### src/hdl/ffba_pkg.sv
package ffba_pkg;

	localparam int POOL_WORDS = 4096;
	localparam int ADDR_W     = 12;
	localparam int SIZE_W     = 12;
	localparam int CNT_W      = 13;
	localparam int HDR_W      = 14;
	localparam int FREE_BIT   = 12;
	localparam int END_BIT    = 13;
	localparam int MIN_POOL   = 4;

	typedef enum logic [1:0] {
		FUNC_INIT    = 2'd0,
		FUNC_ALLOC   = 2'd1,
		FUNC_FREE    = 2'd2,
		FUNC_LARGEST = 2'd3
	} func_t;

	typedef enum logic [3:0] {
		S_IDLE,
		S_ISSUE,
		S_INIT_HDR,
		S_INIT_END,
		S_WALK_A,
		S_SPLIT,
		S_WALK_L,
		S_FREE_WR,
		S_DONE
	} state_t;

	typedef enum logic [1:0] {
		RD_ZERO,
		RD_NEXT,
		RD_FREE
	} rd_sel_t;

	typedef enum logic [2:0] {
		WR_NONE,
		WR_INIT_HDR,
		WR_INIT_END,
		WR_GRANT,
		WR_REMAIN,
		WR_FREE
	} wr_sel_t;

	typedef struct packed {
		logic    accept;
		rd_sel_t rd_sel;
		wr_sel_t wr_sel;
		logic    step_alloc;
		logic    step_largest;
		logic    set_grant;
		logic    set_fail;
		logic    load_out;
	} cmd_t;

	typedef struct packed {
		func_t func;
		logic  hdr_end;
		logic  hdr_free;
		logic  fits;
		logic  has_left;
		logic  past_end;
		logic  out_free;
	} stat_t;

endpackage

### src/hdl/ffba_ctrl.sv
module ffba_ctrl (
	input  logic            clk,
	input  logic            arst_n,
	input  logic            in_valid,
	output logic            in_ready,
	input  ffba_pkg::stat_t st,
	output ffba_pkg::cmd_t  cmd
);
	import ffba_pkg::*;

	state_t state_q;
	state_t state_nxt;

	always_ff @(posedge clk or negedge arst_n) begin
		if (!arst_n) begin
			state_q <= S_IDLE;
		end else begin
			state_q <= state_nxt;
		end
	end

	always_comb begin
		state_nxt = state_q;
		cmd       = '0;
		in_ready  = 1'b0;
		case (state_q)
			S_IDLE: begin
				in_ready = 1'b1;
				if (in_valid) begin
					cmd.accept = 1'b1;
					state_nxt  = S_ISSUE;
				end
			end
			S_ISSUE: begin
				cmd.rd_sel = (st.func == FUNC_FREE) ? RD_FREE : RD_ZERO;
				case (st.func)
					FUNC_INIT:    state_nxt = S_INIT_HDR;
					FUNC_ALLOC:   state_nxt = S_WALK_A;
					FUNC_FREE:    state_nxt = S_FREE_WR;
					FUNC_LARGEST: state_nxt = S_WALK_L;
					default:      state_nxt = S_DONE;
				endcase
			end
			S_INIT_HDR: begin
				cmd.wr_sel = WR_INIT_HDR;
				state_nxt  = S_INIT_END;
			end
			S_INIT_END: begin
				cmd.wr_sel = WR_INIT_END;
				state_nxt  = S_DONE;
			end
			S_WALK_A: begin
				if (st.hdr_end) begin
					cmd.set_fail = 1'b1;
					state_nxt    = S_DONE;
				end else if (st.hdr_free && st.fits) begin
					cmd.wr_sel    = WR_GRANT;
					cmd.set_grant = 1'b1;
					state_nxt     = st.has_left ? S_SPLIT : S_DONE;
				end else begin
					cmd.step_alloc = 1'b1;
					cmd.rd_sel     = RD_NEXT;
					if (st.past_end) begin
						cmd.set_fail = 1'b1;
						state_nxt    = S_DONE;
					end
				end
			end
			S_SPLIT: begin
				cmd.wr_sel = WR_REMAIN;
				state_nxt  = S_DONE;
			end
			S_WALK_L: begin
				if (st.hdr_end) begin
					state_nxt = S_DONE;
				end else begin
					cmd.step_largest = 1'b1;
					cmd.rd_sel       = RD_NEXT;
					if (st.past_end) begin
						state_nxt = S_DONE;
					end
				end
			end
			S_FREE_WR: begin
				cmd.wr_sel = WR_FREE;
				state_nxt  = S_DONE;
			end
			S_DONE: begin
				if (st.out_free) begin
					cmd.load_out = 1'b1;
					state_nxt    = S_IDLE;
				end
			end
			default: begin
				state_nxt = S_IDLE;
			end
		endcase
	end

`ifndef NO_ASSERTIONS
	a_done_drains: assert property (@(posedge clk) disable iff (!arst_n)
		(state_q == S_DONE && st.out_free) |=> (state_q == S_IDLE))
		else $error("result not handed off although output slot was free");

	a_split_after_grant: assert property (@(posedge clk) disable iff (!arst_n)
		(state_q == S_SPLIT) |-> ($past(state_q) == S_WALK_A && $past(cmd.set_grant)))
		else $error("remainder write without a preceding grant");

	a_free_after_issue: assert property (@(posedge clk) disable iff (!arst_n)
		(state_q == S_FREE_WR) |-> ($past(state_q) == S_ISSUE))
		else $error("free update without a header read");

	a_grant_fail_excl: assert property (@(posedge clk) disable iff (!arst_n)
		!(cmd.set_grant && cmd.set_fail))
		else $error("allocation both granted and failed");
`endif
endmodule

### config.mk
export PLATFORM = sky130hd
export DESIGN_NAME = ffba_ctrl
export DESIGN_NICKNAME = d
export VERILOG_FILES = /design/src/hdl/ffba_pkg.sv /design/src/hdl/ffba_ctrl.sv
export SDC_FILE = /design/constraint.sdc
export NUM_CORES = 1
export LEC_CHECK = 0
export ABC_CLOCK_PERIOD_IN_PS = 1050
export CORE_MARGIN = 2
export CORE_UTILIZATION = 30
export DETAILED_ROUTE_END_ITERATION = 10
export DONT_BUFFER_PORTS = 1
export PLACE_DENSITY_LB_ADDON = 0.2
export SLEW_MARGIN = 5
export SYNTH_ARGS = -nofsm -noshare
export SYNTH_HDL_FRONTEND = slang
export SYNTH_SLANG_ARGS = --single-unit
### constraint.sdc
create_clock -name clk -period 1.05 [get_ports clk]
set_clock_uncertainty 0.05 [all_clocks]
set_input_delay 0.1575 -clock clk [delete_from_list [all_inputs] [get_ports clk]]
set_output_delay 0.1575 -clock clk [all_outputs]
set_load 0.01 [all_outputs]
# ---- Word-level counts from Yosys, hierarchy flattened
# Index checks and enable logic that the tools add are counted.
dict set report totals {
  register_bits 4
  input_bits 11
  output_inout_bits 12
}
dict set report classes {
  n_eq_ne 13
  n_mux 31
  n_reduce_logical 5
}
# cell count
set op_table {}
lappend op_table {{$mux W4} 7}
lappend op_table {{$pmux W4 S7} 1}
lappend op_table {{$eq A4 B3 Y1 const B} 4}
lappend op_table {{$mux W1} 16}
lappend op_table {{$pmux W4 S4} 1}
lappend op_table {{$pmux W3 S5} 1}
lappend op_table {{$eq A4 B2 Y1 const B} 2}
lappend op_table {{$mux W2} 3}
lappend op_table {{$pmux W2 S3} 1}
lappend op_table {{$mux W5} 1}
lappend op_table {{$eq A2 B2 Y1 const B} 2}
lappend op_table {{$eq A4 B1 Y1 const B} 1}
lappend op_table {{$eq A4 B4 Y1 const B} 1}
lappend op_table {{$logic_not A4 Y1} 1}
lappend op_table {{$ne A2 B2 Y1 const B} 2}
lappend op_table {{$reduce_or A3 Y1} 1}
lappend op_table {{$eq A2 B1 Y1 const B} 1}
lappend op_table {{$logic_not A2 Y1} 1}
lappend op_table {{$reduce_and A2 Y1} 1}
lappend op_table {{$logic_and A1 B1 Y1} 1}

# ---- Logic depth before layout (Yosys ltp)
# Gate-level depths: netlist of run 1.
dict set report logic_depth {
  word_depth 4
  depth_mapped 4
  mapped_depth_nobuf 3
}

# ---- Worst setup path after synthesis of run 1
# OpenSTA, ideal clock, no wires.
dict set report synth_path {
  path_type {register to output}
  from {register state_q[1]}
  to {output port cmd[10] (netlist name)}
  arrival_ns 1.115
  required_ns 0.842
  path_slack_ns -0.273
  stages_incl_launch_ff 4
  path_buffers 1
  cell_sequence {dfrtp_1 > buf_4 > nor4_2 > and2_1}
}
# item line
set synth_rtl {}
lappend synth_rtl {{start, declared} ffba_ctrl.sv:11} ;# state_t state_q;
lappend synth_rtl {{start signal, assigned} ffba_ctrl.sv:18} ;# state_q <= state_nxt;
lappend synth_rtl {{end, declared} ffba_ctrl.sv:7} ;# output ffba_pkg::cmd_t cmd

==> results.md, run 1 <==
* Status: finished, violations left
* Violated checks: setup timing
* Port Buffers at 0
* Setup-failing EPs final at 16
* First-pass GRT wire length at 2000 microns
* Unrepaired setup endpoints after global routing: yes
* Fin cells at 86
* Gr ovfl total at 0
* I/O pin cnt at 23
* Sink Count at 4
* Seq/Total Area, Yosys at 21.4%
* Most flops, register: state_q
* Post-route ant nets at 0
* Flop2flop setup slack at -0.27 ns
* Drt pass-1 iters at 3
* Vias in the first global route at 459
* Synth Instances at 56
* Rows at 14
* Layout cells sized above 1 at 55.7%
* Critical path startpoint category: register
* Max reg flops at 4
* Cell count after placement at 75
* Vias per cell at 5.65
* Top cells by area, synth: dfrtp_1, o211ai_1, and4b_1
* Hold_ws at 0.0751 ns
* Max-slew violation count at 0
* Met3 Use GR at 4.17%
* Leading post-synthesis cells by instance count: dfrtp_1, and2_1, nand2_1, nor2_1, o211ai_1
* Reg2reg start: state_q[3]
* Global-route track usage on met1 at 19.1%
* Vias at 486
* Post-synth top area share at 21.4%
* Htree depth at 1
* Synthesized area at 467 sq um
* Pwr Density at 2510 nW/um^2
* Actual slew at the worst max-slew pin at 0.263 ns
* Layout Nets at 83
* Clk buf depth at 2
* Mapped Avg Cell Area at 8.33 sq um
* Cell Chain, Critical Path: buf_4 -> nor4_4 -> and2_4
* WHS Path Cells at 2
* Post-DP HPWL at 884 microns
* Met2 usage at 20.9%
* Initial cell density of the core at 31.3%
* Cell taking the most area after synthesis: dfrtp_1
* Reg2Reg Depth at 4
* Max-slew headroom at 82.2%
* Worst endpoint required time at 0.84 ns
* Clk_lat worst skew at 0.23 ns
* Lkg Pwr at 0.315 nW
* Yosys reg bits at 4
* Data arrival, critical path at 1.24 ns
* Syn_nets at 67
* Area Overhead vs Synth at 54.7%
* EDFF count, synth at 0
* Asr flop ratio synth at 100%
* Worst-path clk slew at 0.04 ns
* Worst VDD drop at 1170 uV
* Initial antenna violation count at 0
* Min-delay src: st[2]
* CTS root buf: clkbuf_4
* Routed Wire Length at 1240 microns
* Die area at 1890 sq um
* TritonCTS Buffers at 3
* CP endpoint kind: output pin
* Final worst setup slack at -0.395 ns
* DIE HEIGHT at 43.4 microns
* CTS tree: done
* Worst-path fanout max at 8
* Max stage delay on crit path at 0.39 ns
* WL per Instance at 14.4 microns
* Worst hold path class: in2reg
* Fin crit share at 138%
* Final Hold Viols at 0
* Worst R2R End: state_q[2]
* Placement Setup Slack at -0.218 ns
* Largest net degree at the start of global routing at 11
* Fmax at 0.692 GHz
* Post-route DRC violation count at 0
* Die width at 43.4 microns
* # diodes at 0
* Max-cap violations at 0
* Slowest CP cell: dfrtp_1
* Min Tclk post-route at 1.45 ns
* Hold EP: state_q[0]
* Netlist cell types at 36
* Core Footprint at 1490 sq um
* Total track usage at 14.3%
* Biggest regs: state_q: 4 flops
* Routability cong. at 0.746
* Drt initial violations at 5
* Most frequent cell after synthesis: dfrtp_1
* Most Crowded Layer GR: met2
* Yosys warns at 0
* Ys flop type: dfrtp_1
* CP Class: reg2out
[layout by cell type, fill, tap and decap left out, types with 2 or more instances in the layout]
master	n
buf_4	10
buf_6	4
nor2_4	3
o211ai_1	3
clkbuf_4	3
and4b_1	2
nand2_4	2
o21ai_4	2
and2_4	2
nand2_1	2
nand3b_1	2
nand3_1	2
dfrtp_2	2
dfrtp_1	2
[metrics by stage]
stage	total power [W]	cell area, sq um	setup TNS (ns)	util, %
2_1_floorplan	0.00117	548	-1.26	-
3_3_place_gp	0.00132	579	-2.78	38.9
3_5_place_dp	0.00132	579	-2.70	38.9
4_1_cts	0.00167	669	-5.06	45.0
5_1_grt	0.00194	722	-6.10	48.5
6_report	0.00181	722	-5.04	48.5
[how the worst max path moves through the flow]
stage	slack [ns]	depth (start not counted)	start	end
3_5_place_dp	-0.22	3	state_q[0]	cmd[5]
6_report	-0.40	3	state_q[2]	cmd[10]
2_1_floorplan	-0.18	3	state_q[1]	cmd[10]
3_3_place_gp	-0.23	3	state_q[0]	cmd[5]
4_1_cts	-0.40	3	state_q[2]	cmd[10]
5_1_grt	-0.47	3	state_q[2]	cmd[8]
[what timing repair did]
item / CTS / global route
setup endpoints to repair: 16 / 16
pin swaps: 3 / 5
setup buffers: 5 / 2
gates resized for setup: 7 / 10
hold buffers: 1 / 0
hold endpoints to repair: 4 / 0
gates cloned: 0 / 0
[worst max-delay path: cells and delay by family (launching register included)]
| family | cells | cell delay, ns |
|---|---|---|
| buf+inv | 1 | 0.20 |
| flops | 1 | 0.39 |
| simple gates | 2 | 0.42 |
[where the power goes]
group	internal (W)	total [W]	switching [W]	leakage [nW]
clock	0.000127	0.000184	0.0000569	0.0138
sequential	0.000225	0.000356	0.000132	0.0495
combinational	0.000673	0.00127	0.000601	0.252
total	0.00103	0.00181	0.000789	0.315
[layout make-up]
class	count	area, sq um
Clock buffer	3	22.5
Multi-Input combinational cell	46	439
Timing Repair Buffer	15	130
Tap cell	16	20.0
Sequential cell	4	103
Inverter	2	7.51
Fill cell	141	767
[cells by family (layout without fill, tap and decap cells)]
family / after synthesis / after routing / share of synthesized area, %
buf+inv: 6 / 20 / 6.97
mux: 1 / 1 / 2.14
compound gates: 15 / 15 / 23.6
simple gates: 29 / 29 / 44.0
xor+xnor: 1 / 1 / 1.88
flops: 4 / 4 / 21.4
[routing by layer]
layer	vias up	share of wire, %
met1	230	44
li1	236	-
met3	0	6.8
met2	20	49
met5	-	0
met4	0	0
Power figures use the tool's default switching activity.
==> inputs of run 2 (changes only) <==
==> constraint.sdc (replaced) <==
create_clock -name clk -period 1.05 [get_ports clk]
set_clock_uncertainty 0.05 [all_clocks]
set_input_delay 0.105 -clock clk [delete_from_list [all_inputs] [get_ports clk]]
set_output_delay 0.105 -clock clk [all_outputs]
set_load 0.01 [all_outputs]
==> results.md, run 2 (same netlist as run 1, synthesis figures left out) <==
* CP endpoint kind: output pin
* Area Overhead vs Synth at 67.3%
* Multi-input logic area at 422 sq um
* Final worst setup slack at -0.370 ns
* First-pass GRT wire length at 2010 microns
* Most flops, register: state_q
* Worst-path fanout max at 10
* Initial antenna violation count at 0
* Routed Wire Length at 1430 microns
* Drt pass-1 iters at 4
* Fin crit share at 135%
* Internal power at 0.00122 W
* Fmax at 0.704 GHz
* Actual slew at the worst max-slew pin at 0.290 ns
* Slowest CP cell: dfrtp_1
* Max-slew violation count at 0
* Sequential Power Share at 17.4%
* Total track usage at 14.4%
* WL per Instance at 15.8 microns
* Sink Count at 4
* Vias in the first global route at 453
* Initial cell density of the core at 31.3%
* Htree depth at 1
* Pwr Density at 2660 nW/um^2
* TritonCTS Buffers at 3
* Unrepaired setup endpoints after global routing: yes
* Worst VDD drop at 1240 uV
* Vias per cell at 5.64
* Worst-path clk slew at 0.04 ns
* Final Hold Viols at 0
* Worst endpoint required time at 0.89 ns
* Layout cells sized above 1 at 58.7%
* Gr ovfl total at 0
* Layout Nets at 88
* Max reg flops at 4
* Clock power share at 9.2%
* Rows at 14
* # diodes at 0
* Sequential Area at 104 sq um
* Post-route cell area at 781 sq um
* Fill cells at 136
* Lkg Pwr at 0.348 nW
* Combinational share of power at 73.4%
* Cell Chain, Critical Path: buf_4 -> buf_12 -> nor4_4 -> and2_4
* Status: finished, violations left
* Drt initial violations at 5
* Vias at 513
* Setup-failing EPs final at 16
* Placed Area at 579 sq um
* Most frequent cells in the layout: buf_4, nor2_4, buf_6
* Largest net degree at the start of global routing at 13
* Min Tclk post-route at 1.42 ns
* Biggest regs: state_q: 4 flops
* Data arrival, critical path at 1.27 ns
* Max stage delay on crit path at 0.39 ns
* Max-cap violations at 0
* Critical path startpoint category: register
* Post-DP HPWL at 914 microns
* Core Footprint at 1490 sq um
* Post-route ant nets at 0
* Die width at 43.4 microns
* Violated checks: setup timing
* DIE HEIGHT at 43.4 microns
* Commonest non-fill, non-tap cell in the layout: buf_4
* Clk buf depth at 2
* Hold_ws at 0.0138 ns
* Die area at 1890 sq um
* Routability cong. at 0.703
* I/O pin cnt at 23
* Post-layout util at 52.4%
* Clk_lat worst skew at 0.23 ns
* Sw Ratio at 41.1%
* CTS root buf: clkbuf_4
* CTS tree: done
* CP Class: reg2out
* Post-route DRC violation count at 0
* Port Buffers at 0
* Worst hold path class: in2reg
* Max-slew headroom at 80.5%
* Sw Pwr at 0.000852 W
==> run 2: final cells by class <==
| cell class | instances | area share, % |
|---|---|---|
| inverter | 2 | 0.962 |
| multi-input combinational | 46 | 54.0 |
| clock buffer | 3 | 2.88 |
| tap | 16 | 2.56 |
| timing repair buffer | 20 | 26.3 |
| sequential | 4 | 13.3 |
==> run 2: timing repair <==
action,CTS,global route
cloned,0,1
endpoints found under the hold margin,4,0
pin swaps,5,7
gates resized for setup,12,11
endpoints found under the setup margin,16,16
setup buffers,3,7
hold buffers,1,0
==> run 2: through the flow <==
| step | total power, W | setup WS (ns) | cells | TNS, ns |
|---|---|---|---|---|
| finish | 0.00207 | -0.370 | 91 | -4.87 |
| global route | 0.00219 | -0.447 | 91 | -5.82 |
| CTS | 0.00167 | -0.370 | 83 | -4.42 |
| detailed placement | 0.00131 | -0.192 | 76 | -2.23 |
| global placement | 0.00130 | -0.174 | 76 | -2.02 |
| floorplan | 0.00115 | -0.131 | 56 | -0.738 |
==> run 2: path summary, 6_finish.rpt <==
kind                            start    endpoint  slack [ns]  cells after the start
setup / recovery           state_q[3]     cmd[10]       -0.37                      4
hold / removal                  st[5]  state_q[3]        0.01                      2
setup reg to reg           state_q[2]  state_q[3]       -0.29                      6
hold reg to reg            state_q[3]  state_q[0]        0.67                      3
max in group asynchronous      arst_n  state_q[2]        0.63                      1
min in group asynchronous      arst_n  state_q[3]        0.11                      1
==> run 2: routing by layer <==
metal,track usage (%),up-vias,share of wire (%)
met2,21.8,19,49
met4,7.27,0,0
li1,-,248,-
met1,19.4,246,45
met5,0,-,0
met3,2.92,0,5.5
==> run 2: power groups by stage <==
stage,Clock [W],Sequential (W),Combinational [W]
global route,0.000205,0.000365,0.00162
finish,0.000190,0.000361,0.00152
detailed placement,0,0.000348,0.000962
floorplan,0,0.000265,0.000881
global placement,0,0.000346,0.000951
CTS,0.000194,0.000367,0.00110
==> run 2: critical path: cells and delay by family, from the launching register on <==
| family | cells | cell delay, ns |
|---|---|---|
| buffers and inverters | 2 | 0.29 |
| DFF | 1 | 0.39 |
| and+or+nand+nor | 2 | 0.35 |
